## config.mk

```make
export PLATFORM = sky130hd
export DESIGN_NAME = integer_to_radix_digits
export DESIGN_NICKNAME = d
export VERILOG_FILES = /design/src/rtl/itrd_pkg.sv /design/src/rtl/itrd_fifo.sv /design/src/rtl/itrd_front.sv /design/src/rtl/itrd_back.sv /design/src/rtl/integer_to_radix_digits.sv
export VERILOG_INCLUDE_DIRS = /design/src /design/src/rtl
export SDC_FILE = /design/constraint.sdc
export NUM_CORES = 1
export LEC_CHECK = 0
export ABC_AREA = 1
export BUFFER_PORTS_ARGS = -buffer_cell sky130_fd_sc_hd__buf_2
export CAP_MARGIN = 20
export CORE_ASPECT_RATIO = 0.6
export CORE_MARGIN = 2
export CORE_UTILIZATION = 40
export DETAILED_ROUTE_END_ITERATION = 8
export REMOVE_ABC_BUFFERS = 1
export SLEW_MARGIN = 5
export SYNTH_ARGS = -nofsm -noshare
export SYNTH_HDL_FRONTEND = slang
export SYNTH_HIERARCHICAL = 1
export SYNTH_SLANG_ARGS = --single-unit
```

## constraint.sdc

```tcl
create_clock -name clk -period 8.8 [get_ports clk]
set_clock_uncertainty 0.1 [all_clocks]
set_input_delay 0.88 -clock clk [delete_from_list [all_inputs] [get_ports clk]]
set_output_delay 0.88 -clock clk [all_outputs]
set_load 0.01 [all_outputs]
```

## src/rtl/assert_macros.svh

```systemverilog
// Assertion macros used by the back stage of the radix digit converter.
`ifndef ASSERT_MACROS_SVH
`define ASSERT_MACROS_SVH

// Same-cycle implication, disabled during reset.
`define ASSERT_IMP(label, clk, rst, ante, cons) \
  label: assert property (@(posedge clk) disable iff (rst) (ante) |-> (cons)) \
    else $error("same-cycle assertion failed");

// Next-cycle implication, disabled during reset.
`define ASSERT_NEXT(label, clk, rst, ante, cons) \
  label: assert property (@(posedge clk) disable iff (rst) (ante) |=> (cons)) \
    else $error("next-cycle assertion failed");

`endif

```

## src/rtl/itrd_pkg.sv

```systemverilog
// Package with the shared types and constants of the radix digit converter.
`timescale 1ns / 1ps

package itrd_pkg;

  localparam int VALUE_WIDTH_DEF = 64;
  localparam int MAX_RADIX       = 16;
  localparam int IN_VALUE_W      = 64;
  localparam int RADIX_W         = 5;
  localparam int DIGIT_W         = 4;
  localparam int CHAR_W          = 8;
  localparam int LEN_W           = 7;
  localparam int POLICY_W        = 2;
  localparam int CFG_INDEX_W     = 2;
  localparam int CFG_DATA_W      = 64;
  localparam int QUEUE_DEPTH     = 2;
  localparam int BITS_PER_CYCLE  = 8;

  localparam logic [CHAR_W-1:0] CHAR_MINUS = 8'h2D;
  localparam logic [CHAR_W-1:0] CHAR_PLUS  = 8'h2B;

  localparam logic [RADIX_W-1:0] RADIX_MIN   = 5'd2;
  localparam logic [RADIX_W-1:0] RADIX_MAX   = RADIX_W'(MAX_RADIX);
  localparam logic [RADIX_W-1:0] RADIX_RESET = 5'd10;

  localparam logic [POLICY_W-1:0] POLICY_NEGATIVE = 2'd0;
  localparam logic [POLICY_W-1:0] POLICY_ALWAYS   = 2'd1;
  localparam logic [POLICY_W-1:0] POLICY_NONZERO  = 2'd2;

  localparam logic [CFG_INDEX_W-1:0] CFG_RADIX        = 2'd0;
  localparam logic [CFG_INDEX_W-1:0] CFG_SYMBOLS_LOW  = 2'd1;
  localparam logic [CFG_INDEX_W-1:0] CFG_SYMBOLS_HIGH = 2'd2;

  typedef struct packed {
    logic [RADIX_W-1:0] radix;
    logic               negative;
    logic               shown;
  } job_ctl_t;

  typedef struct packed {
    logic [CHAR_W-1:0] char_code;
    logic              last;
    logic              sign_shown;
    logic [CHAR_W-1:0] sign_char;
    logic [LEN_W-1:0]  length;
  } result_t;

endpackage

```

## src/rtl/itrd_fifo.sv

```systemverilog
// Small first-in first-out queue used between the converter stages.
`timescale 1ns / 1ps

module itrd_fifo #(
  parameter int WIDTH = 8,
  parameter int DEPTH = 2
) (
  input  logic             clk,
  input  logic             rst,
  input  logic             wr_en,
  input  logic [WIDTH-1:0] wr_data,
  output logic             full,
  input  logic             rd_en,
  output logic [WIDTH-1:0] rd_data,
  output logic             empty
);

  localparam int PTR_W = (DEPTH > 1) ? $clog2(DEPTH) : 1;
  localparam int CNT_W = $clog2(DEPTH + 1);

  logic [WIDTH-1:0] mem [DEPTH];
  logic [PTR_W-1:0] wr_ptr;
  logic [PTR_W-1:0] rd_ptr;
  logic [CNT_W-1:0] count;
  logic             do_wr;
  logic             do_rd;

  assign full    = (count == CNT_W'(DEPTH));
  assign empty   = (count == '0);
  assign do_wr   = wr_en && !full;
  assign do_rd   = rd_en && !empty;
  assign rd_data = mem[rd_ptr];

  always_ff @(posedge clk) begin
    if (do_wr) begin
      mem[wr_ptr] <= wr_data;
    end
  end

  always_ff @(posedge clk) begin
    if (rst) begin
      wr_ptr <= '0;
      rd_ptr <= '0;
      count  <= '0;
    end else begin
      if (do_wr) begin
        wr_ptr <= (wr_ptr == PTR_W'(DEPTH - 1)) ? '0 : wr_ptr + 1'b1;
      end
      if (do_rd) begin
        rd_ptr <= (rd_ptr == PTR_W'(DEPTH - 1)) ? '0 : rd_ptr + 1'b1;
      end
      if (do_wr && !do_rd) begin
        count <= count + 1'b1;
      end else if (do_rd && !do_wr) begin
        count <= count - 1'b1;
      end
    end
  end

endmodule

```

## src/rtl/itrd_front.sv

```systemverilog
// Front stage: takes the magnitude, sign and radix decisions for each transaction.
`timescale 1ns / 1ps

module itrd_front #(
  parameter int VALUE_WIDTH = itrd_pkg::VALUE_WIDTH_DEF
) (
  input  logic                            op,
  input  logic [itrd_pkg::IN_VALUE_W-1:0] value,
  input  logic [itrd_pkg::POLICY_W-1:0]   sign_policy,
  input  logic [itrd_pkg::RADIX_W-1:0]    radix,
  output logic [VALUE_WIDTH-1:0]          mag,
  output itrd_pkg::job_ctl_t              ctl
);

  import itrd_pkg::*;

  logic [VALUE_WIDTH-1:0] raw;
  logic                   negative;

  assign raw      = value[VALUE_WIDTH-1:0];
  assign negative = op && raw[VALUE_WIDTH-1];
  assign mag      = negative ? (~raw + 1'b1) : raw;

  always_comb begin
    if (radix < RADIX_MIN) begin
      ctl.radix = RADIX_MIN;
    end else if (radix > RADIX_MAX) begin
      ctl.radix = RADIX_MAX;
    end else begin
      ctl.radix = radix;
    end
    ctl.negative = negative;
    ctl.shown    = negative || (sign_policy == POLICY_ALWAYS) ||
                   ((sign_policy == POLICY_NONZERO) && (raw != '0));
  end

endmodule

```

## src/rtl/itrd_back.sv

```systemverilog
// Back stage: restoring divider that produces one digit per pass and builds results.
`timescale 1ns / 1ps
`include "assert_macros.svh"

module itrd_back #(
  parameter int VALUE_WIDTH = itrd_pkg::VALUE_WIDTH_DEF
) (
  input  logic                            clk,
  input  logic                            rst,
  input  logic                            job_empty,
  input  logic [VALUE_WIDTH-1:0]          job_mag,
  input  itrd_pkg::job_ctl_t              job_ctl,
  output logic                            job_pop,
  input  logic [itrd_pkg::CFG_DATA_W-1:0] symbols_low,
  input  logic [itrd_pkg::CFG_DATA_W-1:0] symbols_high,
  input  logic                            out_full,
  output logic                            out_push,
  output itrd_pkg::result_t               out_item
);

  import itrd_pkg::*;

  localparam int CHUNKS = (VALUE_WIDTH + BITS_PER_CYCLE - 1) / BITS_PER_CYCLE;
  localparam int PAD_W  = CHUNKS * BITS_PER_CYCLE;
  localparam int STEP_W = (CHUNKS > 1) ? $clog2(CHUNKS) : 1;

  typedef enum logic [1:0] {
    S_IDLE,
    S_DIV,
    S_EMIT
  } state_t;

  state_t               state;
  logic [PAD_W-1:0]     dividend;
  logic [DIGIT_W-1:0]   rem;
  logic [STEP_W-1:0]    step;
  logic [LEN_W-1:0]     count;
  logic [RADIX_W-1:0]   radix_q;
  logic                 negative;
  logic                 shown;

  logic [PAD_W-1:0]     div_next;
  logic [DIGIT_W-1:0]   rem_next;
  logic [RADIX_W-1:0]   trial;
  logic [CFG_DATA_W-1:0] sym_word;
  logic                 is_last;

  always_comb begin
    div_next = dividend;
    rem_next = rem;
    trial    = '0;
    for (int i = 0; i < BITS_PER_CYCLE; i++) begin
      trial    = {rem_next, div_next[PAD_W-1]};
      div_next = {div_next[PAD_W-2:0], 1'b0};
      if (trial >= radix_q) begin
        rem_next    = DIGIT_W'(trial - radix_q);
        div_next[0] = 1'b1;
      end else begin
        rem_next = trial[DIGIT_W-1:0];
      end
    end
  end

  assign job_pop  = (state == S_IDLE) && !job_empty;
  assign out_push = (state == S_EMIT) && !out_full;
  assign is_last  = (dividend == '0);
  assign sym_word = rem[DIGIT_W-1] ? symbols_high : symbols_low;

  always_comb begin
    out_item.char_code  = sym_word[{rem[DIGIT_W-2:0], 3'b000} +: CHAR_W];
    out_item.last       = is_last;
    out_item.sign_shown = is_last && shown;
    out_item.sign_char  = !is_last ? '0 : (negative ? CHAR_MINUS : CHAR_PLUS);
    out_item.length     = is_last ? (count + LEN_W'(shown)) : '0;
  end

  always_ff @(posedge clk) begin
    if (rst) begin
      state <= S_IDLE;
      step  <= '0;
      count <= '0;
    end else begin
      unique case (state)
        S_IDLE: begin
          if (!job_empty) begin
            dividend <= PAD_W'(job_mag);
            radix_q  <= job_ctl.radix;
            negative <= job_ctl.negative;
            shown    <= job_ctl.shown;
            rem      <= '0;
            step     <= '0;
            count    <= '0;
            state    <= S_DIV;
          end
        end
        S_DIV: begin
          dividend <= div_next;
          rem      <= rem_next;
          if (step == STEP_W'(CHUNKS - 1)) begin
            count <= count + 1'b1;
            state <= S_EMIT;
          end else begin
            step <= step + 1'b1;
          end
        end
        S_EMIT: begin
          if (!out_full) begin
            rem  <= '0;
            step <= '0;
            state <= is_last ? S_IDLE : S_DIV;
          end
        end
        default: begin
          state <= S_IDLE;
        end
      endcase
    end
  end

  `ASSERT_IMP(a_digit_below_radix, clk, rst, state == S_EMIT, {1'b0, rem} < radix_q)
  `ASSERT_NEXT(a_last_ends_run, clk, rst, out_push && out_item.last, state == S_IDLE)
  `ASSERT_NEXT(a_load_starts_div, clk, rst, job_pop, state == S_DIV && step == '0)
  `ASSERT_IMP(a_count_bound, clk, rst, state != S_IDLE, count <= LEN_W'(VALUE_WIDTH))

endmodule

```

## src/rtl/integer_to_radix_digits.sv

```systemverilog
// Top level of the integer to radix digit converter.
//
//   channel  | handshake            | payload
//   ---------+----------------------+-------------------------------------------------
//   input    | push / full          | op, value, sign_policy
//   results  | pop / empty          | char_code, last, sign_shown, sign_char, length
//   config   | cfg_valid / cfg_ready| cfg_index, cfg_data
//
// For each digit the restoring divider retires 8 quotient bits per cycle across the padded
// value, then the emit state hands the digit to the result queue.
// Each item is first loaded from the job queue, then divided and emitted digit by digit.
// Reset is synchronous; it empties both queues, sets radix to 10 and symbols to 0.
// A two-entry job queue takes items while the divider works; full rises when it fills.
// A two-entry result queue decouples pop; the divider holds each finished digit while that queue is full.
`timescale 1ns / 1ps

module integer_to_radix_digits #(
  parameter int VALUE_WIDTH = itrd_pkg::VALUE_WIDTH_DEF
) (
  input  logic                             clk,
  input  logic                             rst,
  input  logic                             push,
  output logic                             full,
  input  logic                             op,
  input  logic [itrd_pkg::IN_VALUE_W-1:0]  value,
  input  logic [itrd_pkg::POLICY_W-1:0]    sign_policy,
  output logic                             empty,
  input  logic                             pop,
  output logic [itrd_pkg::CHAR_W-1:0]      char_code,
  output logic                             last,
  output logic                             sign_shown,
  output logic [itrd_pkg::CHAR_W-1:0]      sign_char,
  output logic [itrd_pkg::LEN_W-1:0]       length,
  input  logic                             cfg_valid,
  output logic                             cfg_ready,
  input  logic [itrd_pkg::CFG_INDEX_W-1:0] cfg_index,
  input  logic [itrd_pkg::CFG_DATA_W-1:0]  cfg_data
);

  import itrd_pkg::*;

  localparam int JOB_W = VALUE_WIDTH + $bits(job_ctl_t);
  localparam int RES_W = $bits(result_t);

  logic [RADIX_W-1:0]    radix;
  logic [CFG_DATA_W-1:0] symbols_low;
  logic [CFG_DATA_W-1:0] symbols_high;

  logic [VALUE_WIDTH-1:0] front_mag;
  job_ctl_t               front_ctl;
  logic [JOB_W-1:0]       job_rd;
  logic                   job_empty;
  logic                   job_pop;
  logic [VALUE_WIDTH-1:0] job_mag;
  job_ctl_t               job_ctl;

  logic                   out_push;
  logic                   out_full;
  result_t                out_item;
  logic [RES_W-1:0]       res_rd;
  result_t                res;

  assign cfg_ready = 1'b1;

  always_ff @(posedge clk) begin
    if (rst) begin
      radix        <= RADIX_RESET;
      symbols_low  <= '0;
      symbols_high <= '0;
    end else if (cfg_valid && cfg_ready) begin
      unique case (cfg_index)
        CFG_RADIX:        radix        <= cfg_data[RADIX_W-1:0];
        CFG_SYMBOLS_LOW:  symbols_low  <= cfg_data;
        CFG_SYMBOLS_HIGH: symbols_high <= cfg_data;
        default: begin
        end
      endcase
    end
  end

  itrd_front #(
    .VALUE_WIDTH(VALUE_WIDTH)
  ) u_front (
    .op          (op),
    .value       (value),
    .sign_policy (sign_policy),
    .radix       (radix),
    .mag         (front_mag),
    .ctl         (front_ctl)
  );

  itrd_fifo #(
    .WIDTH(JOB_W),
    .DEPTH(QUEUE_DEPTH)
  ) u_job_queue (
    .clk     (clk),
    .rst     (rst),
    .wr_en   (push),
    .wr_data ({front_mag, front_ctl}),
    .full    (full),
    .rd_en   (job_pop),
    .rd_data (job_rd),
    .empty   (job_empty)
  );

  assign job_mag = job_rd[JOB_W-1 -: VALUE_WIDTH];
  assign job_ctl = job_ctl_t'(job_rd[$bits(job_ctl_t)-1:0]);

  itrd_back #(
    .VALUE_WIDTH(VALUE_WIDTH)
  ) u_back (
    .clk          (clk),
    .rst          (rst),
    .job_empty    (job_empty),
    .job_mag      (job_mag),
    .job_ctl      (job_ctl),
    .job_pop      (job_pop),
    .symbols_low  (symbols_low),
    .symbols_high (symbols_high),
    .out_full     (out_full),
    .out_push     (out_push),
    .out_item     (out_item)
  );

  itrd_fifo #(
    .WIDTH(RES_W),
    .DEPTH(QUEUE_DEPTH)
  ) u_res_queue (
    .clk     (clk),
    .rst     (rst),
    .wr_en   (out_push),
    .wr_data (out_item),
    .full    (out_full),
    .rd_en   (pop),
    .rd_data (res_rd),
    .empty   (empty)
  );

  assign res        = result_t'(res_rd);
  assign char_code  = res.char_code;
  assign last       = res.last;
  assign sign_shown = res.sign_shown;
  assign sign_char  = res.sign_char;
  assign length     = res.length;

endmodule
```

; Yosys cells after proc, flatten, opt, wreduce, memory -nomap -nowiden
; Memories as Yosys holds them, arrays and structs flattened. A register that Yosys moved wholly into a read port is not among the register bits.
; Index checks and enable logic that the tools add are counted.
; Widths: inputs -> output; s select.
[totals]
register_bits = 228
ram_bits = 192
input_bits = 138
output_inout_bits = 28
n_memories = 2
[classes]
add_sub_neg = 20
order_cmp = 10
eq_ne = 13
shifts = 1
muxes = 56
bitwise = 3
n_reduce_logical = 42
[mem_list]
columns = memory, words, word_bits, rd, rd_ports_with_merged_regs, wr, line_no
row1 = u_job_queue.mem, 2, 71, 1, 1, 1, itrd_fifo.sv:21  ; logic [WIDTH-1:0] mem [DEPTH];
row2 = u_res_queue.mem, 2, 25, 1, 1, 1, itrd_fifo.sv:21
[ops]
columns = cell, n
row1 = $mux 64, 3
row2 = $pmux 64 s2, 1
row3 = $add 64x1->64 const B, 1
row4 = $logic_not 64->1, 1
row5 = $not 64->64, 1
row6 = $reduce_bool 64->1, 1
row7 = $shiftx 64x7->8, 1
row8 = $ge 5x5->1, 8
row9 = $mux 4, 10
row10 = $sub 4x4->4, 8
row11 = $mux 1, 21
row12 = $mux 7, 3
row13 = $mux 2, 7
row14 = $pmux 7 s2, 1
row15 = $logic_and 1x1->1, 13
row16 = $mux 3, 4
row17 = $pmux 4 s3, 1
row18 = $reduce_and 3->1, 4
row19 = $eq 2x2->1 const B, 5
row20 = $mux 5, 2
row21 = $pmux 3 s3, 1
row22 = $logic_not 1->1, 8
row23 = $logic_not 2->1, 4
row24 = $mux 8, 1
row25 = other kinds (19), 35

; Depth between registers and ports, before layout
; Gate-level depths: netlist (run 1).
[logic_depth]
ltp_word = 17
ltp_mapped = 69

; Hierarchy
; Netlist (run 1), hierarchy kept.
[by_module_without_submodules]
columns = mod, n_inst, cells_each, area_each_um2, seq_area_each_um2
row1 = itrd_back, 1, 969, 7199.4, 2492.4
row2 = itrd_fifo at u_job_queue, 1, 258, 5724.2, 4364.2
row3 = integer_to_radix_digits, 1, 846, 5460.2, 2662.6
row4 = itrd_front, 1, 527, 2448.6, 0.0
row5 = itrd_fifo at u_res_queue, 1, 115, 2162.1, 1601.5

; Worst setup path after synthesis (run 1)
; OpenSTA, ideal clock, no wires.
[synth_path]
path_type = register to register
start = register u_back.radix_q[1]
end = register u_back.rem[1] (data pin)
setup_ns = 0.249
arrival_time_ns = 8.715
required_time_ns = 8.451
slack_ns = -0.264
path_stages_with_launch = 69
path_buffers = 0
cell_sequence = edfxtp_1 inv_1 ha_1 nand2_1 nor2_1 nand2_1 nand3_2 nand2_1 o21ai_0 ha_1 nand2_1 nor2_1 nand2_1 nand3_1 inv_1 nand3_1 nand2_1 ha_1 [33 not listed] inv_1 a21boi_1 nand2_1 nor2_2 nand3_1 and2_1 ha_1 nand2_1 nor2_1 nor2_1 nand2_1 nand2_1 nand2_1 inv_1 nor2_1 nor2_1 nand2_1 inv_1
[synth_via]
elab_chain_len = 17
[synth_lines]
columns = element, line_no
row1 = from (decl), itrd_back.sv:38  ; logic [RADIX_W-1:0] radix_q;
row2 = from (signal assigned), itrd_back.sv:87  ; radix_q <= job_ctl.radix;
row3 = $sub 4x4->4 or $ge 5x5->1 (tied branches), "itrd_back.sv:56, itrd_back.sv:55"
row4 = $mux 4, itrd_back.sv:55  ; if (trial >= radix_q) begin
row5 = $sub 4x4->4 or $ge 5x5->1 (tied branches), "itrd_back.sv:56, itrd_back.sv:55"
row6 = $mux 4, itrd_back.sv:55
row7 = $sub 4x4->4 or $ge 5x5->1 (tied branches), "itrd_back.sv:56, itrd_back.sv:55"
row8 = $mux 4, itrd_back.sv:55
row9 = $ge 5x5->1 or $sub 4x4->4 (tied branches), "itrd_back.sv:55, itrd_back.sv:56"
row10 = $mux 4, itrd_back.sv:55
row11 = $sub 4x4->4 or $ge 5x5->1 (tied branches), "itrd_back.sv:56, itrd_back.sv:55"
row12 = $mux 4, itrd_back.sv:55
row13 = $sub 4x4->4 or $ge 5x5->1 (tied branches), "itrd_back.sv:56, itrd_back.sv:55"
row14 = $mux 4, itrd_back.sv:55
row15 = $ge 5x5->1 or $sub 4x4->4 (tied branches), "itrd_back.sv:55, itrd_back.sv:56"
row16 = $mux 4, itrd_back.sv:55
row17 = $sub 4x4->4 or $ge 5x5->1 (tied branches), "itrd_back.sv:56, itrd_back.sv:55"
row18 = $mux 4 (*), itrd_back.sv:55
row19 = $pmux 4 s3 (*), itrd_back.sv:83  ; unique case (state)
row20 = to (signal assigned), itrd_back.sv:98  ; rem <= rem_next;
row21 = to (decl), itrd_back.sv:35  ; logic [DIGIT_W-1:0] rem;
; Every way passes the cells marked *; elsewhere a longest branch is shown, timed or not.
; A chain may end at the register's enable or synchronous reset.

; Worst setup path in the final report (run 1)
[layout_path]
start = register u_back.rem[0]
end = register u_back.rem[1] (data pin)
[layout_via]
elab_chain_len = 17
[layout_lines]
columns = element, line_no
row1 = $sub 4x4->4 or $ge 5x5->1 (tied branches), "itrd_back.sv:56, itrd_back.sv:55"
row2 = $mux 4 (*), itrd_back.sv:55
row3 = $sub 4x4->4 or $ge 5x5->1 (tied branches), "itrd_back.sv:56, itrd_back.sv:55"
row4 = $mux 4 (*), itrd_back.sv:55
row5 = $sub 4x4->4 or $ge 5x5->1 (tied branches), "itrd_back.sv:56, itrd_back.sv:55"
row6 = $mux 4 (*), itrd_back.sv:55
row7 = $ge 5x5->1 or $sub 4x4->4 (tied branches), "itrd_back.sv:55, itrd_back.sv:56"
row8 = $mux 4 (*), itrd_back.sv:55
row9 = $sub 4x4->4 or $ge 5x5->1 (tied branches), "itrd_back.sv:56, itrd_back.sv:55"
row10 = $mux 4 (*), itrd_back.sv:55
row11 = $sub 4x4->4 or $ge 5x5->1 (tied branches), "itrd_back.sv:56, itrd_back.sv:55"
row12 = $mux 4 (*), itrd_back.sv:55
row13 = $ge 5x5->1 or $sub 4x4->4 (tied branches), "itrd_back.sv:55, itrd_back.sv:56"
row14 = $mux 4 (*), itrd_back.sv:55
row15 = $sub 4x4->4 or $ge 5x5->1 (tied branches), "itrd_back.sv:56, itrd_back.sv:55"
row16 = $mux 4 (*), itrd_back.sv:55
row17 = $pmux 4 s3 (*), itrd_back.sv:83
; Marks and branches as above.

==> flow_summary.yaml, run 1 <==
run_status:
  outcome: "finished with violations"
  failed_checks: "negative setup slack"
sta:
  slew_violations: 0
  setup_viol: 1
  worst_pin_slew_ns: 1.065
  finalCritPeriodShare: 1.003
  final_hold_viol_count: 0
  worst_slack_ns: -0.02275
  fmax_ghz: 0.1133
  rsz0062_at_grt: "true"
  relSlewSlack: 0.2897
  fin_crit_ns: 8.823
routing:
  wire_per_inst_um: 16.63
  ant_nets: 0
  vias: 18430
  wl_mm: 62.38
  drtPass1Iterations: 6
  first_iter_violations: 1522
  vias_per_cell: 4.912
  drc: 0
synth:
  syn_area_per_cell_um2: 8.469
  async_flop_share: 0
  syn_area_um2: 22990
  synth_top_area_frac: 0.3487
  synth_area_leader_cell: "edfxtp_1"
  synth_seq_cells: 422
  netlist_top_cells_area: "edfxtp_1 (35%), dfxtp_1 (13%), nand2_1 (12%)"
  ys_warn_count: 6
  synth_top_flop_cell: "edfxtp_1"
  yosysSeqAreaShare: 0.4836
  synth_edf_count: 267
  syn-instance-count: 2715
  synth_cell_types: 50
global_routing:
  grt_util_met2: 0.3006
  globalRouteMet3Util: 0.04502
  gr-usage-met1: 0.3027
  grt_pass1_wl_mm: 95.43
  grt_use_total: 0.2028
  busiest_layer: "met1"
  grt_max_degree: 102
  antenna_found_initial: 3
  overflow: 0
  first_global_vias: 17560
worst_setup_path:
  crit_end: "u_back/rem[1]"
  cp-start-kind: "flop"
  rrSetupSlack_ns: -0.02
  crit_fanout: 8
  reg2reg_depth: 66
  required_ns: 9.00
  r2r-end: "u_back/rem[1]"
  end_kind: "flop"
  worst-endpoint-arrival_ns: 9.03
  timing_worst_setup_path_type: "flop to flop"
  crit_top_cell: "nand2_2"
  slowest_delay_ns: 0.50
  crit_path_start: "u_back/rem[0]"
  slowest_stage: "edfxtp_1"
  reg2reg_from: "u_back/rem[0]"
layout:
  seqCellArea_um2: 11130
  final_common_cell: "nand2_1"
  final_nets: 3143
  final_cell_mix: "nand2_1 (696), nor2_1 (450), inv_1 (322), edfxtp_1 (267), buf_2 (164)"
  areaGrowthSynthToFinish_pct: 18.28
  multiInputGateArea_um2: 10610
  drive_gt1_frac: 0.2188
  fill_cells: 5409
clock_network:
  numCtsBuffers: 43
  cts_sinks: 422
  clkLatencyLatePin_ns: 0.54
  clockBufferDepth: 3
  clkTransAtPathRegs_ns: 0.06
  tritoncts: "built"
  cts_root_buffer: "clkbuf_16"
  cts_htree_levels: 2
min_path:
  hp-class: "flop to flop"
floorplanning:
  core_area_um2: 57170
  io_pins: 166
  die_w_um: 313.5
  fp-row-count: 68
  die_area_um2: 59480
  die_h_um: 189.7
  initial_core_util: 0.4022
place:
  place_ws_ns: -0.6279
  dp_hpwl_mm: 43.26
  portBuffers: 164
  gp_congestion: 0.9519
job:
  maxCapViolations: 0
stage by stage:
step	TNS, ns	cells	hold slack [ns]	util	cell area [um^2]
after floorplan	-9.454	2607	0.3289	-	22230
after CTS	0	3736	0.3739	0.4642	26540
after global routing	-1.489	3751	0.4023	0.4757	27200
final	-0.02275	3752	0.3708	0.4757	27200
after global placement	-1.202	3644	0.3476	0.4345	24840
after detailed placement	-2.906	3644	0.3579	0.4345	24840
routing by layer:
metal | vias to the layer above | part of all wire
met2 | 512 | 0.42
met4 | 2 | 0.015
li1 | 9086 | -
met5 | - | 0.0016
met3 | 82 | 0.073
met1 | 8748 | 0.49
cell families (layout without fill, tap and decap cells):
logic type      count (synthesis)  after routing  share of synthesized area
other cells                     2              6                  0.0003266
xor+xnor                       49             49                    0.01866
flops                         422            422                     0.4836
buf+inv                       459            722                    0.09043
fa+ha+maj                      56             56                    0.03308
mux                           128            128                    0.07563
simple gates                 1364           1364                     0.2402
compound gates                235            235                    0.05801
synthesized netlist by cell type (6+ instances only):
cell      count
ha_1         48
buf_2        38
nand4_1      14
nor2_2       10
o21ai_0     104
xnor2_1      25
nand2_1     735
o21ai_1      16
edfxtp_1    267
mux2_4       90
buf_4        21
a21oi_1      60
o21ai_2       8
xor2_1       24
dfxtp_1     155
mux2i_1      32
buf_12        9
nand2_2      13
o211ai_1     32
inv_1       338
nor2_4       12
fa_1          8
clkbuf_1     25
mux2_2        6
nand3_1      86
nor2_1      465
buf_6        11
and2_1        7
inv_2         9
worst min path at each step:
stage,end,cells after the start,slack [ns],startpoint
2_1_floorplan,radix[3],2,0.33,radix[3]
3_3_place_gp,radix[3],2,0.35,radix[3]
3_5_place_dp,radix[3],2,0.36,radix[3]
4_1_cts,radix[3],2,0.37,radix[3]
5_1_grt,u_back/step[2],2,0.40,u_back/step[2]
6_report,radix[3],2,0.37,radix[3]
worst max-delay path: cells and delay by family (launching register included):
kind / cells / cell delay (ns)
buffers and inverters: 7 / 0.44
adders and majority gates: 8 / 2.10
AOI/OAI and AO/OA: 3 / 0.40
DFF: 1 / 0.50
and+or+nand+nor: 48 / 5.03
cell type report:
type                    instances  share of cell area
inverters                     349             0.04853
well taps                     770             0.03542
flip-flops and latches        422              0.4091
repair buffers                297             0.06730
multi-input cells            1836              0.3900
diodes                          2           0.0001840
clock inverters                16            0.004554
clock buffers                  60             0.04494
registers in the layout (all words and copies together), names as in the netlist, 3 cells and up, named ones only:
| register | cells |
|---|---|
| radix | 5 |
| symbols_high | 64 |
| symbols_low | 64 |
| u_back/count | 7 |
| u_back/dividend | 64 |
| u_back/radix_q | 5 |
| u_back/rem | 4 |
| u_back/step | 3 |
| u_job_queue/mem | 142 |
| u_res_queue/mem | 50 |
what timing repair did:
item / in CTS / in global routing
setup buffers: 16 / 14
pin swaps: 53 / 81
setup endpoints to repair: 5 / 5
gates resized for setup: 58 / 113
hold buffers: 0 / 0
Power of run 1 is not shown: default switching activity piles up to over one toggle a cycle in this logic, so the estimate is an artifact.
==> run 2: changes to the inputs <==
--- a/config.mk
+++ b/config.mk
@@ -11,11 +11,10 @@
 export CAP_MARGIN = 20
 export CORE_ASPECT_RATIO = 0.6
 export CORE_MARGIN = 2
-export CORE_UTILIZATION = 40
+export CORE_UTILIZATION = 36
 export DETAILED_ROUTE_END_ITERATION = 8
 export REMOVE_ABC_BUFFERS = 1
 export SLEW_MARGIN = 5
 export SYNTH_ARGS = -nofsm -noshare
 export SYNTH_HDL_FRONTEND = slang
-export SYNTH_HIERARCHICAL = 1
 export SYNTH_SLANG_ARGS = --single-unit
==> run 2 against run 1 <==
The flow still finishes with violations (negative setup slack). Fmax down 1.2%. Synthesized cell count down 14%. First-iteration DRC count decreased by 8.4%. Setup slack got worse by 0.11 ns. Global-route usage is 0.94 points lower. Final area is 9.5% lower. Flip-flop and latch count shrank 12. Final cell count shrank 11%.
==> flow_summary.yaml, run 2 <==
worst_setup_path:
  required_ns: 9.00
  worst-endpoint-arrival_ns: 9.12
  crit_top_cell: "nand2_2"
  crit_family: "simple AND/OR/NAND/NOR gates"
  cp-start-kind: "flop"
  crit_fanout: 7
  timing_worst_setup_path_type: "flop to flop"
  slowest_delay_ns: 0.43
  slowest_stage: "edfxtp_1"
  end_kind: "flop"
  crit_buf_inv: 9
clock_network:
  hold_buffers: 0
  numCtsBuffers: 39
  cts_htree_levels: 2
  clockBufferDepth: 3
  clkTransAtPathRegs_ns: 0.06
  cts_sinks: 410
  cts_root_buffer: "clkbuf_16"
  clkLatencyLatePin_ns: 0.56
  tritoncts: "built"
global_routing:
  overflow: 0
  antenna_found_initial: 3
  grt_max_degree: 108
  grt_use_total: 0.1935
  first_global_vias: 16180
  grt_pass1_wl_mm: 91.05
routing:
  vias_per_cell: 5.101
  vias: 17130
  first_iter_violations: 1394
  ant_nets: 0
  wl_mm: 58.55
  drc: 0
  wire_per_inst_um: 17.44
  drtPass1Iterations: 5
layout:
  finalInstanceArea_um2: 24610
  largest_register_ffs: 142
  stdcell_count: 3358
  fin_util: 0.4401
  final_common_cell: "nand2_1"
  final_nets: 2761
  final_cell_mix: "nand2_1 (354), nor2_1 (330), edfxtp_1 (255), a21oi_1 (248), o21ai_0 (205)"
  top_register: "u_job_queue.mem"
  drive_gt1_frac: 0.2152
  areaGrowthSynthToFinish_pct: 20.66
synth:
  yosysMostFrequentCell: "nand2_1"
  synth_edf_count: 255
  ys_warn_count: 0
  netlist_top_cells_area: "edfxtp_1 (38%), dfxtp_1 (15%), nand2_1 (7.3%)"
  synth_top_area_frac: 0.3755
  synth_seq_cells: 410
  syn_area_um2: 20390
  synth_cell_types: 47
  synth_commonest_cells: "nand2_1 (395), nor2_1 (339), edfxtp_1 (255)"
  synth_area_leader_cell: "edfxtp_1"
  synth_top_flop_cell: "edfxtp_1"
  syn-instance-count: 2348
  async_flop_share: 0
  syn_area_per_cell_um2: 8.685
  yosysSeqAreaShare: 0.5276
place:
  gp_congestion: 0.9110
  placed_area_um2: 22440
  portBuffers: 161
  dp_hpwl_mm: 39.52
  dp_cells: 3249
run_status:
  failed_checks: "negative setup slack"
  outcome: "finished with violations"
sta:
  setup_viol: 5
  relSlewSlack: 0.2792
  finalCritPeriodShare: 1.015
  slew_violations: 0
  rsz0062_at_grt: "true"
  setup_tns_ns: -0.5229
  worst_slack_ns: -0.1283
  worst_pin_slew_ns: 1.081
  fin_crit_ns: 8.928
  fmax_ghz: 0.1120
  final_hold_viol_count: 0
floorplanning:
  io_pins: 166
  die_area_um2: 58630
  initial_core_util: 0.3647
  die_h_um: 188.4
  die_w_um: 311.3
  fp-row-count: 67
  core_area_um2: 55910
min_path:
  hp-class: "flop to flop"
job:
  maxCapViolations: 0
[run 2: routing by layer]
layer	vias up	wire, um	GRT usage
met5	-	12	0
met4	2	811	0.03753
met3	60	4021	0.03214
met2	509	25070	0.2842
met1	8189	28630	0.2979
li1	8370	-	-
[run 2: kinds of logic (layout without fill, tap and decap cells)]
family | count (synthesis) | in the layout | synth area share
simple gates | 940 | 940 | 0.1965
compound gates | 530 | 530 | 0.1369
xor+xnor | 65 | 65 | 0.02792
fa+ha+maj | 56 | 56 | 0.03730
buf+inv | 325 | 572 | 0.06240
flops | 410 | 410 | 0.5276
other cells | 2 | 6 | 0.0003683
mux | 20 | 20 | 0.01098
[run 2: layout make-up]
| type | instances | area, um^2 |
|---|---|---|
| fillers | 5421 | 31310 |
| flip-flops and latches | 410 | 10760 |
| multi-input cells | 1615 | 9065 |
| repair buffers | 294 | 1834 |
| clock buffers | 51 | 1051 |
| well taps | 759 | 949.7 |
| inverters | 207 | 780.7 |
| clock inverters | 20 | 158.9 |
| diodes | 2 | 5.005 |
[run 2: path summary, 6_finish.rpt]
kind / startpoint / end / slack [ns] / cells after the start
worst max-delay path: u_back.rem[1] / u_back.rem[3] / -0.13 / 62
worst min-delay path: u_job_queue.rd_ptr / flop / 0.35 / 1
worst max register to register: u_back.rem[1] / u_back.rem[3] / -0.13 / 62
worst min register to register: u_job_queue.rd_ptr / flop / 0.35 / 1
[run 2: metrics by stage]
stage          hold WS [ns]  worst slack, ns
6_report             0.3525          -0.1283
5_1_grt              0.3733          -0.6140
4_1_cts              0.3506         -0.02703
3_5_place_dp         0.3385          -0.8302
3_3_place_gp         0.3289          -0.5278
2_1_floorplan        0.3252           -2.074
[run 2: timing repair]
action / CTS / global route
cloned: 0 / 0
setup endpoints to repair: 5 / 5
buffers inserted: 22 / 14
gates resized for setup: 94 / 71
pin swaps: 36 / 67
Power of run 2 is left out for the same reason.
==> run 3: changes to the inputs <==
--- a/config.mk
+++ b/config.mk
@@ -13,6 +13,7 @@
 export CORE_MARGIN = 2
 export CORE_UTILIZATION = 36
 export DETAILED_ROUTE_END_ITERATION = 8
+export RECOVER_POWER = 100
 export REMOVE_ABC_BUFFERS = 1
 export SLEW_MARGIN = 5
 export SYNTH_ARGS = -nofsm -noshare
==> run 3 against run 2 <==
The flow finishes with violations (max-capacitance violations, max-slew violations, negative setup slack). First-iteration DRC count fell by 2.5%. Via count fell by 0.19%. Routed wire length barely moved. Setup slack got worse by 0.0022 ns. Final cell count did not move. Hold slack improved by 0.0010 ns. Largest cell class unchanged. Highest routed layer unchanged.
==> flow_summary.yaml, run 3 (synthesis gave the netlist of run 2 again) <==
min_path:
  hp-start: "symbols_high[14]"
  hold_depth: 2
  min_to: "symbols_high[14]"
  hp-class: "flop to flop"
global_routing:
  grt_util_met2: 0.2842
  antenna_found_initial: 3
  grt_pass1_wl_mm: 91.05
  grt_max_degree: 108
  grt_use_total: 0.1935
  globalRouteMet3Util: 0.03214
  busiest_layer: "met1"
  overflow: 0
  first_global_vias: 16180
  gr-usage-met1: 0.2979
sta:
  fmax_ghz: 0.1120
  finalCritPeriodShare: 1.015
  relSlewSlack: -2.014
  setup_viol: 5
  worst_pin_slew_ns: 4.522
  worst_slack_ns: -0.1305
  fin_crit_ns: 8.930
  final_hold_viol_count: 0
  hold_slack_ns: 0.3535
  rsz0062_at_grt: "true"
  slew_violations: 381
worst_setup_path:
  crit_cells: 62
  reg2reg_from: "u_back.rem[1]"
  slowest_delay_ns: 0.43
  r2r-end: "u_back.rem[3]"
  slowest_stage: "edfxtp_1"
  crit_top_cell: "nand2_2"
  required_ns: 9.00
  crit_family: "simple AND/OR/NAND/NOR gates"
  timing_worst_setup_path_type: "flop to flop"
  rrSetupSlack_ns: -0.13
  crit_fanout: 7
  end_kind: "flop"
  cp-start-kind: "flop"
  worst-endpoint-arrival_ns: 9.13
  crit_buf_inv: 9
  reg2reg_depth: 62
routing:
  wire_per_inst_um: 17.43
  drtPass1Iterations: 5
  vias: 17100
  vias_per_cell: 5.091
  first_iter_violations: 1359
  wl_mm: 58.54
  drc: 0
  ant_nets: 0
floorplanning:
  fp-row-count: 67
  core_area_um2: 55910
  initial_core_util: 0.3647
  die_w_um: 311.3
  io_pins: 166
  die_area_um2: 58630
  die_h_um: 188.4
clock_network:
  clockBufferDepth: 3
  numCtsBuffers: 39
  cts_htree_levels: 2
  clkLatencyLatePin_ns: 0.55
  cts_sinks: 410
  tritoncts: "built"
  clkTransAtPathRegs_ns: 0.06
  cts_root_buffer: "clkbuf_16"
place:
  portBuffers: 161
  dp_hpwl_mm: 39.52
  place_ws_ns: -0.8302
  gp_congestion: 0.9110
  placed_area_um2: 22440
layout:
  final_cell_mix: "nand2_1 (356), nor2_1 (332), edfxtp_1 (255), a21oi_1 (248), o21ai_0 (206)"
  fill_cells: 5435
  largest_register_ffs: 142
  drive_gt1_frac: 0.2072
  top_register: "u_job_queue.mem"
  final_common_cell: "nand2_1"
  finalInstanceArea_um2: 24550
  fin_util: 0.4390
  areaGrowthSynthToFinish_pct: 20.38
  final_nets: 2761
job:
  maxCapViolations: 5
run_status:
  outcome: "finished with violations"
  failed_checks: "max-capacitance violations, max-slew violations, negative setup slack"
[run 3: area by class of cell]
cell class / instances / area (um^2) / share of cell area
well taps: 759 / 949.7 / 0.03869
flip-flops and latches: 410 / 10760 / 0.4384
clock inverters: 20 / 158.9 / 0.006473
inverters: 207 / 780.7 / 0.03180
multi-input cells: 1615 / 9040 / 0.3682
clock buffers: 51 / 1051 / 0.04281
diodes: 2 / 5.005 / 0.0002039
repair buffers: 294 / 1802 / 0.07339
[run 3: stage by stage]
step / setup TNS (ns) / instances
2_1_floorplan: -10.94 / 2232
3_5_place_dp: -3.758 / 3249
4_1_cts: -0.04948 / 3341
6_report: -0.5119 / 3358
5_1_grt: -2.961 / 3358
3_3_place_gp: -2.448 / 3249
[run 3: worst min-delay path: stages, from the launching register on]
cell and delay [ns]:
dfxtp_1 0.30, inv_1 0.06, a21oi_1 0.05
[run 3: worst max path at each step]
stage	start	to	slack [ns]
floorplan	u_back.rem[3]	u_back.dividend[0]	-2.07
global placement	u_back.dividend[63]	u_back.rem[1]	-0.53
detailed placement	u_back.dividend[63]	u_back.rem[1]	-0.83
CTS	u_back.radix_q[2]	u_back.rem[3]	-0.03
global route	u_back.rem[1]	u_back.rem[3]	-0.61
finish	u_back.rem[1]	u_back.rem[3]	-0.13
[run 3: timing repair]
action,in CTS,in global routing
hold buffers,0,0
resized for setup,94,71
pin swaps,36,67
buffers inserted,22,14
setup endpoints to repair,5,5
gates cloned,0,0
[run 3: routing by layer]
| layer | part of all wire | wire [um] | vias up |
|---|---|---|---|
| met5 | 0.00020 | 12 | - |
| met4 | 0.014 | 847 | 2 |
| met3 | 0.064 | 3731 | 63 |
| met2 | 0.43 | 25180 | 486 |
| met1 | 0.49 | 28770 | 8180 |
| li1 | - | - | 8366 |
Power of run 3 is left out for the same reason.
